**src/design/tpcc_pkg.sv**
```systemverilog
// Shared types, widths and constants of the two-pin component classifier.
package tpcc_pkg;

  // Field widths.
  localparam int PIN_W      = 2;
  localparam int CODE_W     = 12;
  localparam int TCH_W      = 16;
  localparam int SERIES_W   = 10;
  localparam int VALUE_W    = 22;
  localparam int KIND_W     = 2;
  localparam int CFG_IDX_W  = 2;
  localparam int CFG_DATA_W = 12;

  // Default resolution of the divider ADC.
  localparam int ADC_BITS_DEF = 12;

  // Charge time in us times 1000 over ohms gives nF.
  localparam int CAP_SCALE_W = 10;
  localparam logic [CAP_SCALE_W-1:0] CAP_SCALE = 10'd1000;

  // Dividend width of the shared divider (charge time times the scale).
  localparam int DVD_W = TCH_W + CAP_SCALE_W;

  // Multiplier operand and product widths.
  localparam int MUL_A_W = TCH_W;
  localparam int MUL_B_W = CODE_W;
  localparam int PROD_W  = MUL_A_W + MUL_B_W;

  // Saturation value of part_value.
  localparam logic [VALUE_W-1:0] VALUE_MAX = {VALUE_W{1'b1}};

  // Register reset values.
  localparam logic [CODE_W-1:0]   RESIDUAL_RST = 12'd500;
  localparam logic [CODE_W-1:0]   OPEN_RST     = 12'd2400;
  localparam logic [SERIES_W-1:0] SERIES_RST   = 10'd680;

  // Configuration register indexes.
  localparam logic [CFG_IDX_W-1:0] CFG_RESIDUAL = 2'd0;
  localparam logic [CFG_IDX_W-1:0] CFG_OPEN     = 2'd1;
  localparam logic [CFG_IDX_W-1:0] CFG_SERIES   = 2'd2;

  // Part kinds as reported on the result channel.
  typedef enum logic [KIND_W-1:0] {
    KIND_NONE  = 2'd0,
    KIND_CAP   = 2'd1,
    KIND_RES   = 2'd2,
    KIND_DIODE = 2'd3
  } kind_t;

  // Controller states.
  typedef enum logic [3:0] {
    S_IDLE,
    S_CHECK,
    S_MUL_CAP,
    S_DIV_CAP,
    S_WAIT_CAP,
    S_EMIT_CAP,
    S_MUL_VAB,
    S_MUL_VBA,
    S_MUL_RAB,
    S_DIV_RAB,
    S_WAIT_RAB,
    S_MUL_RBA,
    S_DIV_RBA,
    S_WAIT_RBA,
    S_EMIT_OPEN,
    S_EMIT_RD
  } state_t;

  // Multiplier operand selection.
  typedef enum logic [2:0] {
    MUL_CAP,
    MUL_VAB,
    MUL_VBA,
    MUL_RAB,
    MUL_RBA
  } mul_sel_t;

  // Divisor selection.
  typedef enum logic [1:0] {
    DIV_CAP,
    DIV_RAB,
    DIV_RBA
  } div_sel_t;

  // Destination of a stored intermediate result.
  typedef enum logic [2:0] {
    STO_VAB,
    STO_VBA,
    STO_CAP,
    STO_RAB,
    STO_RBA
  } store_sel_t;

  // Which result is written to the output register.
  typedef enum logic [1:0] {
    EM_CAP,
    EM_OPEN,
    EM_RD
  } emit_sel_t;

  // Commands from the controller to the datapath.
  typedef struct packed {
    logic       load;
    logic       mul_en;
    mul_sel_t   mul_sel;
    logic       div_start;
    div_sel_t   div_sel;
    logic       store_en;
    store_sel_t store_sel;
    logic       emit;
    emit_sel_t  emit_sel;
  } cmd_t;

  // Status from the datapath to the controller.
  typedef struct packed {
    logic latched;
    logic is_cap;
    logic is_open;
    logic div_done;
    logic out_free;
  } sts_t;

endpackage

```
**src/design/two_pin_component_classifier.sv**
```systemverilog
// Two-pin component classifier: top level joining controller and datapath.
//
// An item on the in_ channel carries the measurements of one two-pin test.
// The block answers with at most one item on the out_ channel: part kind,
// value (nF, ohms or mV) and the two pin indices. Both channels use
// valid/ready. Registers are written on cfg_; the user must write them only
// while the block is idle, as the block does not enforce it. One item is
// worked at a time, through a shared 16x12 multiplier and a divider that
// produces one quotient bit per cycle. A capacitor needs one division, an
// open pair none, and a resistor or a diode two. A new item is taken in the
// cycle after the result is loaded into the output register, so items do
// not overlap.
// Once a capacitor, resistor or diode has been reported, further items are
// accepted and dropped and give no result.
// A stalled receiver holds the result in the output register; the block
// then waits with the next result until the register is free.
// Reset (synchronous, active low) clears the detection latch and loads
// the register defaults; no clearing pass is needed.
module two_pin_component_classifier import tpcc_pkg::*; #(
  parameter int ADC_BITS = ADC_BITS_DEF
) (
  input  logic                  clk,
  input  logic                  rst_n,
  input  logic                  cfg_wr_en,
  input  logic [CFG_IDX_W-1:0]  cfg_index,
  input  logic [CFG_DATA_W-1:0] cfg_data,
  input  logic                  in_valid,
  output logic                  in_ready,
  input  logic [PIN_W-1:0]      in_pin_a,
  input  logic [PIN_W-1:0]      in_pin_b,
  input  logic [CODE_W-1:0]     in_residual_code,
  input  logic [TCH_W-1:0]      in_charge_time_us,
  input  logic [CODE_W-1:0]     in_code_ab,
  input  logic [CODE_W-1:0]     in_code_ba,
  input  logic [CODE_W-1:0]     in_supply_mv,
  output logic                  out_valid,
  input  logic                  out_ready,
  output logic [KIND_W-1:0]     out_part_kind,
  output logic [VALUE_W-1:0]    out_part_value,
  output logic [PIN_W-1:0]      out_cathode_pin,
  output logic [PIN_W-1:0]      out_anode_pin
);

  cmd_t cmd;
  sts_t sts;

  // Sequencer.
  tpcc_ctrl u_ctrl (
    .clk      (clk),
    .rst_n    (rst_n),
    .in_valid (in_valid),
    .in_ready (in_ready),
    .cmd      (cmd),
    .sts      (sts)
  );

  // Arithmetic and result register.
  tpcc_dp #(
    .ADC_BITS (ADC_BITS)
  ) u_dp (
    .clk               (clk),
    .rst_n             (rst_n),
    .cfg_wr_en         (cfg_wr_en),
    .cfg_index         (cfg_index),
    .cfg_data          (cfg_data),
    .in_pin_a          (in_pin_a),
    .in_pin_b          (in_pin_b),
    .in_residual_code  (in_residual_code),
    .in_charge_time_us (in_charge_time_us),
    .in_code_ab        (in_code_ab),
    .in_code_ba        (in_code_ba),
    .in_supply_mv      (in_supply_mv),
    .out_valid         (out_valid),
    .out_ready         (out_ready),
    .out_part_kind     (out_part_kind),
    .out_part_value    (out_part_value),
    .out_cathode_pin   (out_cathode_pin),
    .out_anode_pin     (out_anode_pin),
    .cmd               (cmd),
    .sts               (sts)
  );

endmodule

```
**src/design/tpcc_div.sv**
```systemverilog
// Restoring divider that produces one quotient bit per cycle.
module tpcc_div import tpcc_pkg::*; #(
  parameter int DVS_W = SERIES_W
) (
  input  logic             clk,
  input  logic             rst_n,
  input  logic             start,
  input  logic [DVD_W-1:0] dividend,
  input  logic [DVS_W-1:0] divisor,
  output logic             done,
  output logic [DVD_W-1:0] quotient
);

  localparam int CNT_W = $clog2(DVD_W + 1);

  logic             busy_r, busy_nxt;
  logic             done_r, done_nxt;
  logic [CNT_W-1:0] cnt_r, cnt_nxt;
  logic [DVS_W-1:0] dvs_r, dvs_nxt;
  logic [DVS_W-1:0] rem_r, rem_nxt;
  logic [DVD_W-1:0] quo_r, quo_nxt;
  logic [DVS_W:0]   shifted;
  logic             ge;

  // One restoring step: bring down the next dividend bit and try to subtract.
  always_comb begin
    shifted  = {rem_r, quo_r[DVD_W-1]};
    ge       = shifted >= {1'b0, dvs_r};
    busy_nxt = busy_r;
    done_nxt = 1'b0;
    cnt_nxt  = cnt_r;
    dvs_nxt  = dvs_r;
    rem_nxt  = rem_r;
    quo_nxt  = quo_r;
    if (start) begin
      busy_nxt = 1'b1;
      cnt_nxt  = CNT_W'(DVD_W);
      dvs_nxt  = divisor;
      rem_nxt  = '0;
      quo_nxt  = dividend;
    end else if (busy_r) begin
      rem_nxt = ge ? DVS_W'(shifted - {1'b0, dvs_r}) : DVS_W'(shifted);
      quo_nxt = {quo_r[DVD_W-2:0], ge};
      cnt_nxt = cnt_r - CNT_W'(1);
      if (cnt_r == CNT_W'(1)) begin
        busy_nxt = 1'b0;
        done_nxt = 1'b1;
      end
    end
  end

  // Control state is reset; the operand registers are not.
  always_ff @(posedge clk) begin
    if (!rst_n) begin
      busy_r <= 1'b0;
      done_r <= 1'b0;
      cnt_r  <= '0;
    end else begin
      busy_r <= busy_nxt;
      done_r <= done_nxt;
      cnt_r  <= cnt_nxt;
    end
  end

  always_ff @(posedge clk) begin
    dvs_r <= dvs_nxt;
    rem_r <= rem_nxt;
    quo_r <= quo_nxt;
  end

  assign done     = done_r;
  assign quotient = quo_r;

endmodule

```
**src/design/tpcc_ctrl.sv**
```systemverilog
// Controller state machine that sequences one classification.
module tpcc_ctrl import tpcc_pkg::*; (
  input  logic clk,
  input  logic rst_n,
  input  logic in_valid,
  output logic in_ready,
  output cmd_t cmd,
  input  sts_t sts
);

  state_t state_r, state_nxt;

  // State register.
  always_ff @(posedge clk) begin
    if (!rst_n) begin
      state_r <= S_IDLE;
    end else begin
      state_r <= state_nxt;
    end
  end

  // Next state and commands.
  always_comb begin
    state_nxt = state_r;
    cmd       = '0;
    in_ready  = 1'b0;
    case (state_r)
      S_IDLE: begin
        in_ready = 1'b1;
        if (in_valid) begin
          cmd.load = 1'b1;
          // Once a part is latched, items are taken and dropped.
          state_nxt = sts.latched ? S_IDLE : S_CHECK;
        end
      end
      S_CHECK: begin
        state_nxt = sts.is_cap ? S_MUL_CAP : S_MUL_VAB;
      end
      S_MUL_CAP: begin
        cmd.mul_en  = 1'b1;
        cmd.mul_sel = MUL_CAP;
        state_nxt   = S_DIV_CAP;
      end
      S_DIV_CAP: begin
        cmd.div_start = 1'b1;
        cmd.div_sel   = DIV_CAP;
        state_nxt     = S_WAIT_CAP;
      end
      S_WAIT_CAP: begin
        if (sts.div_done) begin
          cmd.store_en  = 1'b1;
          cmd.store_sel = STO_CAP;
          state_nxt     = S_EMIT_CAP;
        end
      end
      S_EMIT_CAP: begin
        if (sts.out_free) begin
          cmd.emit     = 1'b1;
          cmd.emit_sel = EM_CAP;
          state_nxt    = S_IDLE;
        end
      end
      S_MUL_VAB: begin
        cmd.mul_en  = 1'b1;
        cmd.mul_sel = MUL_VAB;
        state_nxt   = S_MUL_VBA;
      end
      S_MUL_VBA: begin
        cmd.store_en  = 1'b1;
        cmd.store_sel = STO_VAB;
        cmd.mul_en    = 1'b1;
        cmd.mul_sel   = MUL_VBA;
        state_nxt     = S_MUL_RAB;
      end
      S_MUL_RAB: begin
        cmd.store_en  = 1'b1;
        cmd.store_sel = STO_VBA;
        cmd.mul_en    = 1'b1;
        cmd.mul_sel   = MUL_RAB;
        state_nxt     = S_DIV_RAB;
      end
      S_DIV_RAB: begin
        // Both voltages are known here; an open pair skips the divisions.
        if (sts.is_open) begin
          state_nxt = S_EMIT_OPEN;
        end else begin
          cmd.div_start = 1'b1;
          cmd.div_sel   = DIV_RAB;
          state_nxt     = S_WAIT_RAB;
        end
      end
      S_WAIT_RAB: begin
        if (sts.div_done) begin
          cmd.store_en  = 1'b1;
          cmd.store_sel = STO_RAB;
          state_nxt     = S_MUL_RBA;
        end
      end
      S_MUL_RBA: begin
        cmd.mul_en  = 1'b1;
        cmd.mul_sel = MUL_RBA;
        state_nxt   = S_DIV_RBA;
      end
      S_DIV_RBA: begin
        cmd.div_start = 1'b1;
        cmd.div_sel   = DIV_RBA;
        state_nxt     = S_WAIT_RBA;
      end
      S_WAIT_RBA: begin
        if (sts.div_done) begin
          cmd.store_en  = 1'b1;
          cmd.store_sel = STO_RBA;
          state_nxt     = S_EMIT_RD;
        end
      end
      S_EMIT_OPEN: begin
        if (sts.out_free) begin
          cmd.emit     = 1'b1;
          cmd.emit_sel = EM_OPEN;
          state_nxt    = S_IDLE;
        end
      end
      S_EMIT_RD: begin
        if (sts.out_free) begin
          cmd.emit     = 1'b1;
          cmd.emit_sel = EM_RD;
          state_nxt    = S_IDLE;
        end
      end
      default: begin
        state_nxt = S_IDLE;
      end
    endcase
  end

endmodule

```
**src/design/tpcc_dp.sv**
```systemverilog
// Datapath: configuration, operand registers, multiplier, divider and result register.
module tpcc_dp import tpcc_pkg::*; #(
  parameter int ADC_BITS = ADC_BITS_DEF
) (
  input  logic                  clk,
  input  logic                  rst_n,
  input  logic                  cfg_wr_en,
  input  logic [CFG_IDX_W-1:0]  cfg_index,
  input  logic [CFG_DATA_W-1:0] cfg_data,
  input  logic [PIN_W-1:0]      in_pin_a,
  input  logic [PIN_W-1:0]      in_pin_b,
  input  logic [CODE_W-1:0]     in_residual_code,
  input  logic [TCH_W-1:0]      in_charge_time_us,
  input  logic [CODE_W-1:0]     in_code_ab,
  input  logic [CODE_W-1:0]     in_code_ba,
  input  logic [CODE_W-1:0]     in_supply_mv,
  output logic                  out_valid,
  input  logic                  out_ready,
  output logic [KIND_W-1:0]     out_part_kind,
  output logic [VALUE_W-1:0]    out_part_value,
  output logic [PIN_W-1:0]      out_cathode_pin,
  output logic [PIN_W-1:0]      out_anode_pin,
  input  cmd_t                  cmd,
  output sts_t                  sts
);

  localparam int FULL_W = ADC_BITS + 1;
  localparam int DVS_W  = (FULL_W > SERIES_W) ? FULL_W : SERIES_W;
  localparam int EXT_W  = (DVS_W > CODE_W) ? DVS_W : CODE_W;
  localparam int V_W    = 2 * CODE_W - ADC_BITS;
  localparam int VC_W   = (V_W > CODE_W) ? V_W : CODE_W;
  localparam logic [EXT_W-1:0] FULL = EXT_W'(64'd1 << ADC_BITS);

  // Configuration registers.
  logic [CODE_W-1:0]   resid_thr_r;
  logic [CODE_W-1:0]   open_thr_r;
  logic [SERIES_W-1:0] series_r;

  // Captured item fields.
  logic [PIN_W-1:0]  pa_r, pb_r;
  logic [CODE_W-1:0] resid_r, cab_r, cba_r, sup_r;
  logic [TCH_W-1:0]  tch_r;

  // Intermediate results.
  logic [PROD_W-1:0]  prod_r;
  logic [V_W-1:0]     vab_r, vba_r;
  logic [VALUE_W-1:0] cap_r, rab_r, rba_r;

  // Output register.
  logic               out_valid_r;
  kind_t              out_kind_r;
  logic [VALUE_W-1:0] out_value_r;
  logic [PIN_W-1:0]   out_cath_r, out_an_r;
  logic               latch_r;

  logic [MUL_A_W-1:0] mul_a;
  logic [MUL_B_W-1:0] mul_b;
  logic [DVS_W-1:0]   divisor;
  logic [DVD_W-1:0]   quo;
  logic               div_done;
  logic [EXT_W-1:0]   cab_x, cba_x;
  logic               sat_ab, sat_ba;
  logic [VALUE_W:0]   r_sum;
  logic [VALUE_W-1:0] r_diff;
  logic               is_res;
  kind_t              em_kind;
  logic [VALUE_W-1:0] em_value;
  logic [PIN_W-1:0]   em_cath, em_an;

  // Configuration writes; indexes beyond the list are ignored.
  always_ff @(posedge clk) begin
    if (!rst_n) begin
      resid_thr_r <= RESIDUAL_RST;
      open_thr_r  <= OPEN_RST;
      series_r    <= SERIES_RST;
    end else if (cfg_wr_en) begin
      case (cfg_index)
        CFG_RESIDUAL: resid_thr_r <= cfg_data;
        CFG_OPEN:     open_thr_r  <= cfg_data;
        CFG_SERIES:   series_r    <= cfg_data[SERIES_W-1:0];
        default:      ;
      endcase
    end
  end

  // Item capture.
  always_ff @(posedge clk) begin
    if (cmd.load) begin
      pa_r    <= in_pin_a;
      pb_r    <= in_pin_b;
      resid_r <= in_residual_code;
      tch_r   <= in_charge_time_us;
      cab_r   <= in_code_ab;
      cba_r   <= in_code_ba;
      sup_r   <= in_supply_mv;
    end
  end

  // Shared multiplier operand selection.
  always_comb begin
    case (cmd.mul_sel)
      MUL_CAP: begin
        mul_a = tch_r;
        mul_b = MUL_B_W'(CAP_SCALE);
      end
      MUL_VAB: begin
        mul_a = MUL_A_W'(cab_r);
        mul_b = sup_r;
      end
      MUL_VBA: begin
        mul_a = MUL_A_W'(cba_r);
        mul_b = sup_r;
      end
      MUL_RAB: begin
        mul_a = MUL_A_W'(series_r);
        mul_b = cab_r;
      end
      MUL_RBA: begin
        mul_a = MUL_A_W'(series_r);
        mul_b = cba_r;
      end
      default: begin
        mul_a = '0;
        mul_b = '0;
      end
    endcase
  end

  always_ff @(posedge clk) begin
    if (cmd.mul_en) begin
      prod_r <= PROD_W'(mul_a) * PROD_W'(mul_b);
    end
  end

  // Divisor: the series resistor, or the divider's remaining code span.
  assign cab_x  = EXT_W'(cab_r);
  assign cba_x  = EXT_W'(cba_r);
  assign sat_ab = cab_x >= FULL;
  assign sat_ba = cba_x >= FULL;

  always_comb begin
    case (cmd.div_sel)
      DIV_CAP: divisor = DVS_W'(series_r);
      DIV_RAB: divisor = DVS_W'(FULL - cab_x);
      DIV_RBA: divisor = DVS_W'(FULL - cba_x);
      default: divisor = '0;
    endcase
  end

  // A zero series resistor gives an all-ones quotient, which saturates below.
  tpcc_div #(
    .DVS_W (DVS_W)
  ) u_div (
    .clk      (clk),
    .rst_n    (rst_n),
    .start    (cmd.div_start),
    .dividend (prod_r[DVD_W-1:0]),
    .divisor  (divisor),
    .done     (div_done),
    .quotient (quo)
  );

  // Store of voltages and quotients; a code at full scale saturates its resistance.
  always_ff @(posedge clk) begin
    if (cmd.store_en) begin
      case (cmd.store_sel)
        STO_VAB: vab_r <= prod_r[ADC_BITS +: V_W];
        STO_VBA: vba_r <= prod_r[ADC_BITS +: V_W];
        STO_CAP: cap_r <= (quo > DVD_W'(VALUE_MAX)) ? VALUE_MAX : quo[VALUE_W-1:0];
        STO_RAB: rab_r <= sat_ab ? VALUE_MAX : quo[VALUE_W-1:0];
        STO_RBA: rba_r <= sat_ba ? VALUE_MAX : quo[VALUE_W-1:0];
        default: ;
      endcase
    end
  end

  // Resistor test: eight times the difference is below the sum.
  assign r_sum  = (VALUE_W+1)'(rab_r) + (VALUE_W+1)'(rba_r);
  assign r_diff = (rab_r > rba_r) ? (rab_r - rba_r) : (rba_r - rab_r);
  assign is_res = {r_diff, 3'b000} < (VALUE_W+3)'(r_sum);

  // Result selection.
  always_comb begin
    em_kind  = KIND_NONE;
    em_value = '0;
    em_cath  = pa_r;
    em_an    = pb_r;
    case (cmd.emit_sel)
      EM_CAP: begin
        em_kind  = KIND_CAP;
        em_value = cap_r;
      end
      EM_OPEN: begin
        em_kind = KIND_NONE;
      end
      EM_RD: begin
        if (is_res) begin
          em_kind  = KIND_RES;
          em_value = r_sum[VALUE_W:1];
        end else if (cab_r > cba_r) begin
          // Lower drop measured from pin b to pin a: pin b is the cathode.
          em_kind  = KIND_DIODE;
          em_value = VALUE_W'(vba_r);
          em_cath  = pb_r;
          em_an    = pa_r;
        end else begin
          em_kind  = KIND_DIODE;
          em_value = VALUE_W'(vab_r);
        end
      end
      default: ;
    endcase
  end

  // Output register and detection latch.
  always_ff @(posedge clk) begin
    if (!rst_n) begin
      out_valid_r <= 1'b0;
      latch_r     <= 1'b0;
    end else if (cmd.emit) begin
      out_valid_r <= 1'b1;
      latch_r     <= latch_r | (em_kind != KIND_NONE);
    end else if (out_ready) begin
      out_valid_r <= 1'b0;
    end
  end

  always_ff @(posedge clk) begin
    if (cmd.emit) begin
      out_kind_r  <= em_kind;
      out_value_r <= em_value;
      out_cath_r  <= em_cath;
      out_an_r    <= em_an;
    end
  end

  // Status toward the controller.
  assign sts.latched  = latch_r;
  assign sts.is_cap   = resid_r > resid_thr_r;
  assign sts.is_open  = (VC_W'(vab_r) > VC_W'(open_thr_r)) &&
                        (VC_W'(vba_r) > VC_W'(open_thr_r));
  assign sts.div_done = div_done;
  assign sts.out_free = !out_valid_r || out_ready;

  assign out_valid       = out_valid_r;
  assign out_part_kind   = out_kind_r;
  assign out_part_value  = out_value_r;
  assign out_cathode_pin = out_cath_r;
  assign out_anode_pin   = out_an_r;

endmodule
```
**config.mk**
```make
export PLATFORM = sky130hd
export DESIGN_NAME = two_pin_component_classifier
export DESIGN_NICKNAME = d
export VERILOG_FILES = /design/src/design/tpcc_pkg.sv /design/src/design/two_pin_component_classifier.sv /design/src/design/tpcc_div.sv /design/src/design/tpcc_ctrl.sv /design/src/design/tpcc_dp.sv
export SDC_FILE = /design/constraint.sdc
export NUM_CORES = 1
export LEC_CHECK = 0
export ABC_AREA = 1
export BUFFER_PORTS_ARGS = -buffer_cell sky130_fd_sc_hd__buf_4
export CORE_ASPECT_RATIO = 1.1
export CORE_MARGIN = 2
export CORE_UTILIZATION = 60
export DETAILED_ROUTE_END_ITERATION = 7
export PLACE_DENSITY = 0.89
export SYNTH_ARGS = -nofsm -noshare
export SYNTH_HDL_FRONTEND = slang
export SYNTH_SLANG_ARGS = --single-unit
```
**constraint.sdc**
```tcl
create_clock -name clk -period 20.5 [get_ports clk]
set_input_delay 1.025 -clock clk [delete_from_list [all_inputs] [get_ports clk]]
set_output_delay 1.025 -clock clk [all_outputs]
set_load 0.05 [all_outputs]
```
=== Word-level counts from Yosys, hierarchy flattened ===
Cells that the tools add are included.

* Input bits: 87
* Logic and storage cells: 160
* Memories kept: 0
* Latch bits: 0
* Bits in registers: 311
* Output and inout bits: 30
* Bits in read-only memories: 0
* Bits in writable memories: 0

* Multiply operators: 1
* $add $sub $neg: 7
* Reductions and logical operators: 26
* $lt $le $gt $ge: 10
* Bitwise operators: 3
* Divide/modulo/power cells: 0
* Equality and inequality tests: 34
* Multiplexer cells: 49
* Shift-type cells: 0

{| class="wikitable"
|+ Operators with widths
! operator !! number
|-
| 16-bit case mux with 4 select lines || 1
|-
| 4-bit case mux with 14 select lines || 1
|-
| 26-bit 2-to-1 mux || 2
|-
| 12-bit greater-than comparator || 4
|-
| 12-bit case mux with 4 select lines || 1
|-
| 22-bit 2-to-1 mux || 2
|-
| 22-bit case mux with 2 select lines || 1
|-
| 22-bit subtractor || 2
|-
| 4-bit case mux with 5 select lines || 2
|-
| 13-bit case mux with 3 select lines || 1
|-
| 4-bit equality test, second input constant || 8
|-
| 4-bit 2-to-1 mux || 8
|-
| 12-bit by 13-bit >= comparator with 1-bit output, second input constant || 2
|-
| 26-bit by 22-bit greater-than comparator with 1-bit output, second input constant || 1
|-
| 16-bit by 12-bit multiplier with 26-bit output || 1
|-
| 13-bit by 12-bit subtractor with 13-bit output, first input constant || 2
|-
| 25-bit by 23-bit < comparator with 1-bit output || 1
|-
| 22-bit by 22-bit adder with 23-bit output || 1
|-
| 22-bit greater-than comparator || 1
|-
| 3-bit 2-to-1 mux || 6
|-
| 3-bit case mux with 3 select lines || 2
|-
| 4-bit by 3-bit equality test with 1-bit output, second input constant || 4
|-
| 2-bit AND reduction || 8
|-
| 14-bit by 13-bit >= comparator with 1-bit output || 1
|-
| 30 further kinds || 67
|}

=== Longest topological paths before layout ===
Gate-level depths: netlist of run 1.

* Depth after elaboration: 8
* Depth in mapped cells: 35
* Mapped depth without buffers: 32

=== Modules after synthesis ===
From an unflattened synthesis of run 1, not the netlist that was laid out.

* Cells, all modules: 2953
* Area, all modules: 24711.2 um^2

{| class="wikitable"
|+ By module, submodules not included
! module !! area an instance (um^2) !! instances !! cells each !! sequential area each (um^2)
|-
| tpcc_dp || 20817.5 || 1 || 2429 || 7086.8
|-
| tpcc_div || 3367.0 || 1 || 431 || 1571.5
|-
| tpcc_ctrl || 526.8 || 1 || 93 || 80.1
|}

=== Worst setup path before layout of run 1 ===
OpenSTA, ideal clock, no wires.

* Path type: flip-flop to flip-flop
* Start: register u_ctrl.state_r[2]
* End: register u_dp.prod_r[19] (data pin)
* Arrival time: 6.189 ns
* Required time: 20.241 ns
* Path buffers: 2
* Period minus slack after synthesis: 6.448 ns
* Cell stages (with the launch flop): 31
* Setup time: 0.259 ns
* Setup slack: 14.052 ns
* Cell sequence: dfxtp_1 -> buf_2 -> nor2_1 -> inv_2 -> nor2_2 -> nor2_2 -> inv_4 -> nor2_4 -> buf_2 -> nand2_1 -> nand2_1 -> nor2_1 -> clkinv_1 -> nand2_1 -> fa_1 -> fa_1 -> inv_1 -> ha_1 -> fa_1 -> inv_1 -> fa_1 -> inv_1 -> ha_1 -> a21oi_1 -> a21boi_0 -> o21ai_0 -> a21boi_0 -> o21bai_1 -> nand3_1 -> nand2_1 -> xor2_1

* Longest elaborated chain between the ends: 6
* Elaborated cells on any way between the ends: 16
* Those cells by class: mul (1); eq/ne (9); mux (3); reduce/logical (3)

{| class="wikitable"
|+ Ends and longest elaborated chain
! element !! line !! RTL
|-
| start, declared || tpcc_ctrl.sv:11 || <nowiki>state_t state_r, state_nxt;</nowiki>
|-
| start signal, assigned || tpcc_ctrl.sv:18 || <nowiki>state_r <= state_nxt;</nowiki>
|-
| 4-bit equality test, or another cell as far along || tpcc_ctrl.sv:27 || <nowiki>case (state_r)</nowiki>
|-
| 4-bit case mux with 5 select lines * || tpcc_ctrl.sv:27 ||
|-
| 3-bit by 2-bit equality test with 1-bit output, or another cell as far along || tpcc_dp.sv:101 || <nowiki>case (cmd.mul_sel)</nowiki>
|-
| 2-bit OR reduction (no source line) || -- ||
|-
| 16-bit case mux with 4 select lines / 12-bit case mux with 4 select lines (equally long branches) || tpcc_dp.sv:101 ||
|-
| 16-bit by 12-bit multiplier with 26-bit output * || tpcc_dp.sv:131 || <nowiki>prod_r <= PROD_W'(mul_a) * PROD_W'(mul_b);</nowiki>
|-
| end signal, assigned || tpcc_dp.sv:131 ||
|-
| end, declared || tpcc_dp.sv:45 || <nowiki>logic [PROD_W-1:0] prod_r;</nowiki>
|}

Mark *: on every way between the ends. The rest lies on a longest branch, timed or not.
A chain may end at the register's enable or synchronous reset.

=== Worst setup path after layout of run 1 ===
Same ends and word-level chain as after synthesis.

==> impl_metrics.env, run 1 <==
export IMPL_clockRootBuffer="clkbuf_16"
export IMPL_rows=76
export IMPL_clockBufferDepth=3
export IMPL_critical_path_max_fanout=36
export IMPL_gr_usage_met1_pct=38.6
export IMPL_yosysSeqAreaShare_pct=36.5
export IMPL_synth_cell_area_mm2=0.0240
export IMPL_yosys_register_bits=311
export IMPL_min_from="u_dp.latch_r$_SDFFE_PN0P_"
export IMPL_placeableCoreArea_mm2=0.0393
export IMPL_dr_pass1_iters=6
export IMPL_finalCritPeriodShare_pct=37.3
export IMPL_multi_input_area_mm2=0.0129
export IMPL_synth_enable_flop_cells=251
export IMPL_postRouteWirelength_um=66400
export IMPL_cts_tree="done"
export IMPL_cts_hold_fix_buffers=0
export IMPL_worstReg2RegEnd="u_dp.prod_r[19]$_DFFE_PN_"
export IMPL_worstHoldPathCells=2
export IMPL_drc=0
export IMPL_insertedDiodeCount=0
export IMPL_crit_path_end_kind="flip-flop"
export IMPL_synthesis_yosys_warnings=0
export IMPL_launch_instance_of_the_worst_register_to_register_path="u_ctrl.state_r[2]$_SDFFE_PN0P_"
export IMPL_drive_above_1_share_pct=7.90
export IMPL_gp_routability_congestion=0.960
export IMPL_worstPathRequired_ns=20.83
export IMPL_fin_setup_tns_ns=0
export IMPL_htree_levels=1
export IMPL_fillerInstances=3157
export IMPL_clock_slew_seen_by_the_registers_of_the_worst_setup_and_hold_paths_ns=0.07
export IMPL_use_met2_pct=56.6
export IMPL_floorplan_initialDensity_pct=61.0
export IMPL_maximum_number_of_pins_on_one_net_before_global_route_repair=57
export IMPL_met3_usage_pct=3.65
export IMPL_clock_skews_ns=0.0357
export IMPL_final_setup_viol_count=0
export IMPL_status="completed"
export IMPL_worstRegToRegCells=25
export IMPL_globalRoute_busiestLayer="met2"
export IMPL_final_max_slew_viol_count=0
export IMPL_post_dp_hpwl_um=53100
export IMPL_first_pass_grt_wire_length_um=104000
export IMPL_avgSynthCellArea_um2=8.48
export IMPL_async_reset_ff_share_pct=0
export IMPL_timing_setup_critical_path_class="reg -> reg"
export IMPL_drt_vias_per_instance=5.67
export IMPL_dr_total_vias=19800
export IMPL_final_net_count=3387
export IMPL_arr_time_crit_path_ns=7.98
export IMPL_postCtsSetupBuffers=0
export IMPL_yosys_cell_types=55
export IMPL_rsz0062_at_grt="false"
export IMPL_worst_slew_pin_slew_ns=1.18
export IMPL_drtIter0Drc=1613
export IMPL_seq_area_mm2=0.00874
export IMPL_ys_dominant_reg_cell="edfxtp_1"
export IMPL_wire_per_inst_um=19.1
export IMPL_hold_path_class="reg -> reg"
export IMPL_die_h_um=214
export IMPL_crit_path_start_kind="flip-flop"
export IMPL_io_buffer_count=116
export IMPL_clock_fmax_mhz=131
export IMPL_die_w_um=195
export IMPL_postSynthCellCount=2828
export IMPL_relSlewSlack_pct=21.4
export IMPL_grtUsageTotal_pct=32.1
export IMPL_period_needed_ns=7.65
export IMPL_drv_max_cap_violation_count=0
export IMPL_final_core_util_pct=67.5
export IMPL_clkLatencyLatePin_ns=0.61
export IMPL_min_delay_worst_endpoint="u_dp.latch_r$_SDFFE_PN0P_"
export IMPL_area_growth_synth_to_final_pct=10.5
export IMPL_antenna_found_initial=0
export IMPL_postRouteAntennaNets=0
export IMPL_boundaryPins=117
export IMPL_total_cts_buffers=31
export IMPL_dieArea_mm2=0.0416
export IMPL_first_global_vias=19900
export IMPL_cts_sink_cnt=311
export IMPL_report_final_hold_viol_count=0
export IMPL_regToRegSetupSlack_ns=12.85
export IMPL_grt_remaining_overflow=0
export IMPL_cts_repair_resized=0
## cells in the mapped netlist (all sizes together) (24+ instances only)
cell	number	area, um^2
nand4	30	203
xor2	62	543
inv	553	2080
nor2	228	906
ha	207	2590
nand2	662	2500
edfxtp	251	7540
a21oi	152	761
o21ai	134	671
fa	143	2860
nand3	110	556
clkbuf	28	105
buf	33	194
dfxtp	60	1200
nor3	27	161
o211ai	24	180
## logic make-up (layout without fill, tap and decap cells)
group / Yosys count / in the layout / share of synthesized area, %
adders and majority gates: 350 / 350 / 22.7
xor gates and xnor gates: 77 / 77 / 2.81
AOI/OAI and AO/OA: 383 / 383 / 9.04
muxes: 2 / 2 / 0.0835
DFF: 311 / 311 / 36.5
and+or+nand+nor: 1078 / 1078 / 18.7
buffers and inverters: 625 / 753 / 10.1
other: 2 / 21 / 0.0313
## cells in the final DEF (no fill, tap or decap), types with 6 or more instances in the layout
master     instances
buf_4            131
o21bai_1          13
a22oi_1            7
nand4_1           29
dfxtp_1           60
o21ai_0          130
o211ai_1          24
nor4_2             6
nor2_1           216
nor2_2             7
nor3_1            19
a21oi_1          152
fa_1             143
nand2_2            6
ha_1             207
edfxtp_1         251
a211oi_1           9
xnor2_1           15
nand2_1          656
a31oi_1            8
clkinv_1          14
xor2_1            62
nor3_2             7
clkbuf_16         31
a21o_1             7
inv_1            545
nand3_1          109
conb_1            21
o22ai_1            6
inv_2              7
## how the worst max path moves through the flow
| stage | from | endpoint | slack (ns) | cells past startpoint |
|---|---|---|---|---|
| detailed placement | u_ctrl.state_r[2]$_SDFFE_PN0P_ | u_dp.prod_r[19]$_DFFE_PN_ | 13.06 | 23 |
| CTS | u_ctrl.state_r[2]$_SDFFE_PN0P_ | u_dp.prod_r[19]$_DFFE_PN_ | 12.99 | 23 |
| finish | u_ctrl.state_r[2]$_SDFFE_PN0P_ | u_dp.prod_r[19]$_DFFE_PN_ | 12.85 | 25 |
| floorplan | u_ctrl.state_r[2]$_SDFFE_PN0P_ | u_dp.prod_r[19]$_DFFE_PN_ | 14.05 | 30 |
| global placement | u_ctrl.state_r[2]$_SDFFE_PN0P_ | u_dp.prod_r[19]$_DFFE_PN_ | 13.27 | 23 |
| global route | u_ctrl.state_r[2]$_SDFFE_PN0P_ | u_dp.prod_r[19]$_DFFE_PN_ | 12.37 | 23 |
## stage by stage
| stage | setup WS, ns | hold WS [ns] | cell area (um^2) | instances |
|---|---|---|---|---|
| after floorplan | 14.05 | 0.433 | 24000 | 2847 |
| after global placement | 13.27 | 0.447 | 25400 | 3424 |
| after detailed placement | 13.06 | 0.451 | 25400 | 3424 |
| after CTS | 12.99 | 0.462 | 26500 | 3482 |
| after global routing | 12.37 | 0.485 | 26500 | 3482 |
| final | 12.85 | 0.458 | 26500 | 3482 |
## state kept, by name, summed over array words and instances, names as in the netlist, 13 cells and up
register             count
u_dp.rba_r              22
u_dp.tch_r              16
u_dp.rab_r              22
u_dp.u_div.rem_r        13
u_dp.cap_r              22
u_dp.u_div.dvs_r        13
u_dp.prod_r             26
u_dp.out_part_value     22
u_dp.u_div.quotient     26
## cell type report
type                    instances  area share, %
multi-input cells            1911           48.8
flip-flops and latches        311           33.0
inverters                     564           8.00
repair buffers                131           3.71
clock buffers                  32           2.94
well taps                     507           2.39
clock inverters                26           1.20
## routing by layer
layer  wire length [um]  vias to the layer above
met1              25400                     9487
met2              32900                      781
met4               4090                        0
met3               4020                      203
met5                  0                        -
li1                   -                     9280
## worst max-delay path: stages, from the launching register on
cell,delay (ns)
dfxtp_1,0.45
nand2_2,0.17
nor2_1,0.75
nor2_4,0.37
nand2_1,0.17
nand2_1,0.06
nor2_1,0.41
inv_1,0.29
nand2_1,0.15
fa_1,0.43
fa_1,0.57
inv_1,0.07
ha_1,0.31
fa_1,0.54
inv_1,0.05
fa_1,0.52
inv_1,0.04
ha_1,0.34
a21oi_1,0.22
a21boi_0,0.33
o21ai_0,0.19
a21boi_0,0.42
o21bai_1,0.19
nand3_1,0.10
nand2_1,0.06
xor2_1,0.15
Power of run 1 is not shown: default switching activity piles up to over one toggle a cycle in this logic, so the estimate is an artifact.
==> inputs of run 2 (changes only) <==
==> constraint.sdc (replaced) <==
create_clock -name clk -period 7.15 [get_ports clk]
set_input_delay 0.3575 -clock clk [delete_from_list [all_inputs] [get_ports clk]]
set_output_delay 0.3575 -clock clk [all_outputs]
set_load 0.05 [all_outputs]
==> impl_metrics.env, run 2 (synthesis gave the netlist of run 1 again) <==
export IMPL_layout_commonest_cell="nand2_1"
export IMPL_dr_pass1_iters=6
export IMPL_boundaryPins=117
export IMPL_post_dp_hpwl_um=53400
export IMPL_crit_path_start_kind="flip-flop"
export IMPL_setup_worst_path_end="u_dp.prod_r[24]$_DFFE_PN_"
export IMPL_rsz0062_at_grt="true"
export IMPL_io_buffer_count=116
export IMPL_final_max_slew_viol_count=0
export IMPL_dr_total_vias=20100
export IMPL_clock_slew_seen_by_the_registers_of_the_worst_setup_and_hold_paths_ns=0.06
export IMPL_final_setup_viol_count=0
export IMPL_clockRootBuffer="clkbuf_16"
export IMPL_postRouteWirelength_um=68500
export IMPL_relSlewSlack_pct=31.3
export IMPL_worstReg2RegEnd="u_dp.prod_r[24]$_DFFE_PN_"
export IMPL_grtUsageTotal_pct=33.7
export IMPL_dieArea_mm2=0.0416
export IMPL_fillerInstances=3016
export IMPL_floorplan_initialDensity_pct=61.0
export IMPL_total_cts_buffers=34
export IMPL_period_needed_ns=6.87
export IMPL_first_global_vias=20600
export IMPL_worst_slew_pin_slew_ns=1.02
export IMPL_clock_fmax_mhz=146
export IMPL_hold_path_class="in -> reg"
export IMPL_insertedDiodeCount=0
export IMPL_drc=0
export IMPL_final_net_count=3477
export IMPL_launch_instance_of_the_worst_register_to_register_path="u_ctrl.state_r[2]$_SDFFE_PN0P_"
export IMPL_regToRegSetupSlack_ns=0.28
export IMPL_gp_routability_congestion=0.988
export IMPL_htree_levels=2
export IMPL_drt_vias_per_instance=5.64
export IMPL_drive_above_1_share_pct=8.39
export IMPL_drtIter0Drc=1817
export IMPL_first_pass_grt_wire_length_um=108000
export IMPL_rows=76
export IMPL_postRouteAntennaNets=0
export IMPL_critical_path_max_fanout=9
export IMPL_timing_setup_critical_path_class="reg -> reg"
export IMPL_arr_time_crit_path_ns=7.16
export IMPL_cts_tree="done"
export IMPL_worstPathRequired_ns=7.44
export IMPL_worstSetupStartpoint="u_ctrl.state_r[2]$_SDFFE_PN0P_"
export IMPL_seq_area_mm2=0.00874
export IMPL_maximum_number_of_pins_on_one_net_before_global_route_repair=65
export IMPL_clock_skews_ns=0.0239
export IMPL_wire_per_inst_um=19.2
export IMPL_cts_sink_cnt=311
export IMPL_die_h_um=214
export IMPL_finalCritPeriodShare_pct=96.1
export IMPL_drv_max_cap_violation_count=0
export IMPL_status="completed"
export IMPL_report_final_hold_viol_count=0
export IMPL_crit_path_end_kind="flip-flop"
export IMPL_die_w_um=195
export IMPL_antenna_found_initial=0
export IMPL_placeableCoreArea_mm2=0.0393
export IMPL_final_core_util_pct=69.5
export IMPL_multi_input_area_mm2=0.0129
export IMPL_most_common_layout_cells="656 x nand2_1, 545 x inv_1, 251 x edfxtp_1, 215 x nor2_1, 207 x ha_1"
export IMPL_worstRegToRegCells=27
export IMPL_clkLatencyLatePin_ns=0.56
export IMPL_area_growth_synth_to_final_pct=13.9
export IMPL_grt_remaining_overflow=0
export IMPL_clockBufferDepth=3
[run 2: changes by cell type in the layout (fill, tap and decap cells not counted), sizes merged]
cell         previous run  this run
bufinv                  5         0
inv                   559       561
dlygate4sd3             0        68
clkinv                 21        18
clkbuf                 32        43
clkinvlp                5         1
buf                   131       150
[run 2: how the worst min path moves through the flow]
| stage | from | endpoint | slack (ns) | cells past startpoint |
|---|---|---|---|---|
| 2_1_floorplan | u_dp.resid_thr_r[1]$_SDFFE_PN0P_ | u_dp.resid_thr_r[1]$_SDFFE_PN0P_ | 0.43 | 2 |
| 3_3_place_gp | u_dp.resid_thr_r[3]$_SDFFE_PN0P_ | u_dp.resid_thr_r[3]$_SDFFE_PN0P_ | 0.44 | 2 |
| 3_5_place_dp | u_dp.resid_thr_r[1]$_SDFFE_PN0P_ | u_dp.resid_thr_r[1]$_SDFFE_PN0P_ | 0.45 | 2 |
| 4_1_cts | cfg_data[3] | u_dp.series_r[3]$_SDFFE_PN1P_ | 0.06 | 3 |
| 5_1_grt | cfg_data[7] | u_dp.series_r[7]$_SDFFE_PN1P_ | 0.09 | 3 |
| 6_report | cfg_data[7] | u_dp.series_r[7]$_SDFFE_PN1P_ | 0.08 | 3 |
[run 2: cell type report]
cell class / instances / share of cell area [%]
Multi-Input combinational cell: 1911 / 47.4
Sequential cell: 311 / 32.0
Inverter: 564 / 7.76
Timing Repair Buffer: 218 / 6.68
Clock buffer: 43 / 3.39
Tap cell: 507 / 2.32
Clock inverter: 16 / 0.449
[run 2: worst max-delay path, stage by stage, from the launching register on]
cell      delay (ns)
dfxtp_1         0.46
nor2_1          0.09
inv_2           0.11
nor2_1          0.08
nor2_2          0.21
inv_4           0.09
nor2_4          0.31
buf_12          0.17
nand2_1         0.06
o211ai_1        0.38
buf_4           0.27
nand2_1         0.08
fa_1            0.49
fa_1            0.51
inv_1           0.05
fa_1            0.49
fa_1            0.55
inv_1           0.05
fa_1            0.53
inv_1           0.04
ha_1            0.39
a21oi_1         0.23
o21ai_0         0.17
a221oi_1        0.28
nand3_1         0.20
nand2_1         0.10
nand2_1         0.06
xor2_1          0.14
[run 2: stage by stage]
stage	cell area [um^2]	worst slack [ns]	hold WS [ns]	cells	TNS, ns
2_1_floorplan	24000	0.702	0.433	2847	0
3_3_place_gp	25500	0.374	0.443	3437	0
3_5_place_dp	25500	0.306	0.452	3437	0
4_1_cts	27200	0.253	0.0571	3564	0
5_1_grt	27300	-0.0234	0.0933	3570	-0.0234
6_report	27300	0.281	0.0825	3570	0
[run 2: layer usage]
layer	vias to the layer above	track usage, %	share of wire [%]
li1	9441	-	-
met1	9526	39.6	37
met2	938	60.4	50
met3	241	4.14	6.9
met4	0	18.7	6.1
met5	-	0	0
[run 2: repair_timing]
action                     4_1_cts  5_1_grt
hold endpoints to repair        68        0
setup buffers                    0        6
resized for setup                0       11
setup endpoints to repair        0        9
hold buffers                    68        0
Power of run 2 is left out for the same reason.
==> inputs of run 3 (changes only) <==
--- a/config.mk
+++ b/config.mk
@@ -10,6 +10,7 @@
 export CORE_ASPECT_RATIO = 1.1
 export CORE_MARGIN = 2
 export CORE_UTILIZATION = 60
+export CTS_BUF_LIST = sky130_fd_sc_hd__clkbuf_16
 export DETAILED_ROUTE_END_ITERATION = 7
 export PLACE_DENSITY = 0.89
 export SYNTH_ARGS = -nofsm -noshare
==> impl_metrics.env, run 3 (synthesis gave the netlist of run 1 again) <==
export IMPL_clock_skews_ns=0.0242
export IMPL_final_net_count=3477
export IMPL_worstHoldPathCells=3
export IMPL_drt_vias_per_instance=5.64
export IMPL_clkLatencyLatePin_ns=0.56
export IMPL_htree_levels=2
export IMPL_launch_instance_of_the_worst_register_to_register_path="u_ctrl.state_r[2]$_SDFFE_PN0P_"
export IMPL_min_from="cfg_data[7]"
export IMPL_hold_path_class="in -> reg"
export IMPL_post_dp_hpwl_um=53400
export IMPL_clockRootBuffer="clkbuf_16"
export IMPL_clockBufferDepth=3
export IMPL_crit_path_start_kind="flip-flop"
export IMPL_final_hold_worst_slack_ns=0.0778
export IMPL_floorplan_initialDensity_pct=61.0
export IMPL_postRouteWirelength_um=68600
export IMPL_timing_critical_path_mode_cell="fa_1"
export IMPL_regToRegSetupSlack_ns=0.31
export IMPL_first_global_vias=20600
export IMPL_grtUsageTotal_pct=33.7
export IMPL_boundaryPins=117
export IMPL_relSlewSlack_pct=32.9
export IMPL_period_needed_ns=6.84
export IMPL_crit_path_end_kind="flip-flop"
export IMPL_drive_above_1_share_pct=8.39
export IMPL_timing_setup_critical_path_class="reg -> reg"
export IMPL_worstReg2RegEnd="u_dp.prod_r[24]$_DFFE_PN_"
export IMPL_dr_pass1_iters=6
export IMPL_cts_sink_cnt=311
export IMPL_dieArea_mm2=0.0416
export IMPL_fillerInstances=3024
export IMPL_final_setup_viol_count=0
export IMPL_gp_routability_congestion=0.988
export IMPL_status="completed"
export IMPL_area_growth_synth_to_final_pct=13.8
export IMPL_critical_path_max_fanout=9
export IMPL_drtIter0Drc=1752
export IMPL_first_pass_grt_wire_length_um=108000
export IMPL_die_h_um=214
export IMPL_postRouteAntennaNets=0
export IMPL_final_max_slew_viol_count=0
export IMPL_worstRegToRegCells=27
export IMPL_dr_total_vias=20100
export IMPL_finalCritPeriodShare_pct=95.7
export IMPL_grt_remaining_overflow=0
export IMPL_io_buffer_count=116
export IMPL_layout_commonest_cell="nand2_1"
export IMPL_worst_path_max_delay_cell="fa_1"
export IMPL_most_common_layout_cells="656 x nand2_1, 551 x inv_1, 251 x edfxtp_1, 215 x nor2_1, 207 x ha_1"
export IMPL_report_final_hold_viol_count=0
export IMPL_min_delay_worst_endpoint="u_dp.series_r[7]$_SDFFE_PN1P_"
export IMPL_placeableCoreArea_mm2=0.0393
export IMPL_worstPathRequired_ns=7.44
export IMPL_clock_fmax_mhz=146
export IMPL_die_w_um=195
export IMPL_rows=76
export IMPL_antenna_found_initial=0
export IMPL_clock_slew_seen_by_the_registers_of_the_worst_setup_and_hold_paths_ns=0.06
export IMPL_rsz0062_at_grt="true"
export IMPL_worst_slew_pin_slew_ns=0.993
export IMPL_total_cts_buffers=34
export IMPL_drc=0
export IMPL_maximum_number_of_pins_on_one_net_before_global_route_repair=65
export IMPL_arr_time_crit_path_ns=7.14
export IMPL_largest_stage_delay_on_the_critical_path_ns=0.55
export IMPL_cts_tree="done"
export IMPL_insertedDiodeCount=0
export IMPL_wire_per_inst_um=19.2
export IMPL_drv_max_cap_violation_count=0
run 3: critical path, delay by kind of cell, from the launching register on:
family | cells | cell delay [ns]
AO/OA/AOI/OAI | 4 | 1.05
XOR/XNOR | 1 | 0.14
adder cells (fa/ha/maj) | 6 | 2.94
buffers and inverters | 7 | 0.78
flip-flops | 1 | 0.46
AND/OR/NAND/NOR | 9 | 1.17
run 3: layout make-up:
type	instances	area, um^2	share of cell area (%)
Timing Repair Buffer	218	1820	6.68
Multi-Input combinational cell	1911	12900	47.4
Clock buffer	35	876	3.21
Tap cell	507	634	2.32
Sequential cell	311	8740	32.0
Clock inverter	24	153	0.559
Inverter	564	2120	7.77
run 3: stage by stage:
stage                     TNS (ns)  worst slack, ns  utilization, %  area, um^2  cells
final                            0            0.309            69.5       27300   3570
after CTS                        0            0.252            69.3       27200   3564
after detailed placement         0            0.306            64.9       25500   3437
after global routing       -0.0234          -0.0234            69.5       27300   3570
after global placement           0            0.374            64.9       25500   3437
after floorplan                  0            0.702               -       24000   2847
run 3: worst max path at each step:
stage,start,to,slack (ns),cells past startpoint
after floorplan,u_ctrl.state_r[2]$_SDFFE_PN0P_,u_dp.prod_r[19]$_DFFE_PN_,0.70,30
after global routing,u_ctrl.state_r[2]$_SDFFE_PN0P_,u_dp.prod_r[24]$_DFFE_PN_,-0.02,27
final,u_ctrl.state_r[2]$_SDFFE_PN0P_,u_dp.prod_r[24]$_DFFE_PN_,0.31,27
after global placement,u_ctrl.state_r[2]$_SDFFE_PN0P_,u_dp.prod_r[24]$_DFFE_PN_,0.37,28
after CTS,u_ctrl.state_r[1]$_SDFFE_PN0P_,u_dp.prod_r[24]$_DFFE_PN_,0.25,23
after detailed placement,u_ctrl.state_r[1]$_SDFFE_PN0P_,u_dp.prod_r[24]$_DFFE_PN_,0.31,23
run 3: timing repair:
| item | CTS | global route |
|---|---|---|
| endpoints found under the setup margin | 0 | 9 |
| gates resized for setup | 0 | 11 |
| buffers inserted | 0 | 6 |
| endpoints found under the hold margin | 68 | 0 |
| hold buffers | 68 | 0 |
run 3: layer usage:
layer / GRT usage (%) / wire (um) / vias to the layer above
met5: 0 / 0 / -
met4: 18.6 / 4120 / 0
met3: 4.09 / 4400 / 239
met1: 39.7 / 25600 / 9560
li1: - / - / 9453
met2: 60.4 / 34500 / 888
Power of run 3 is left out for the same reason.
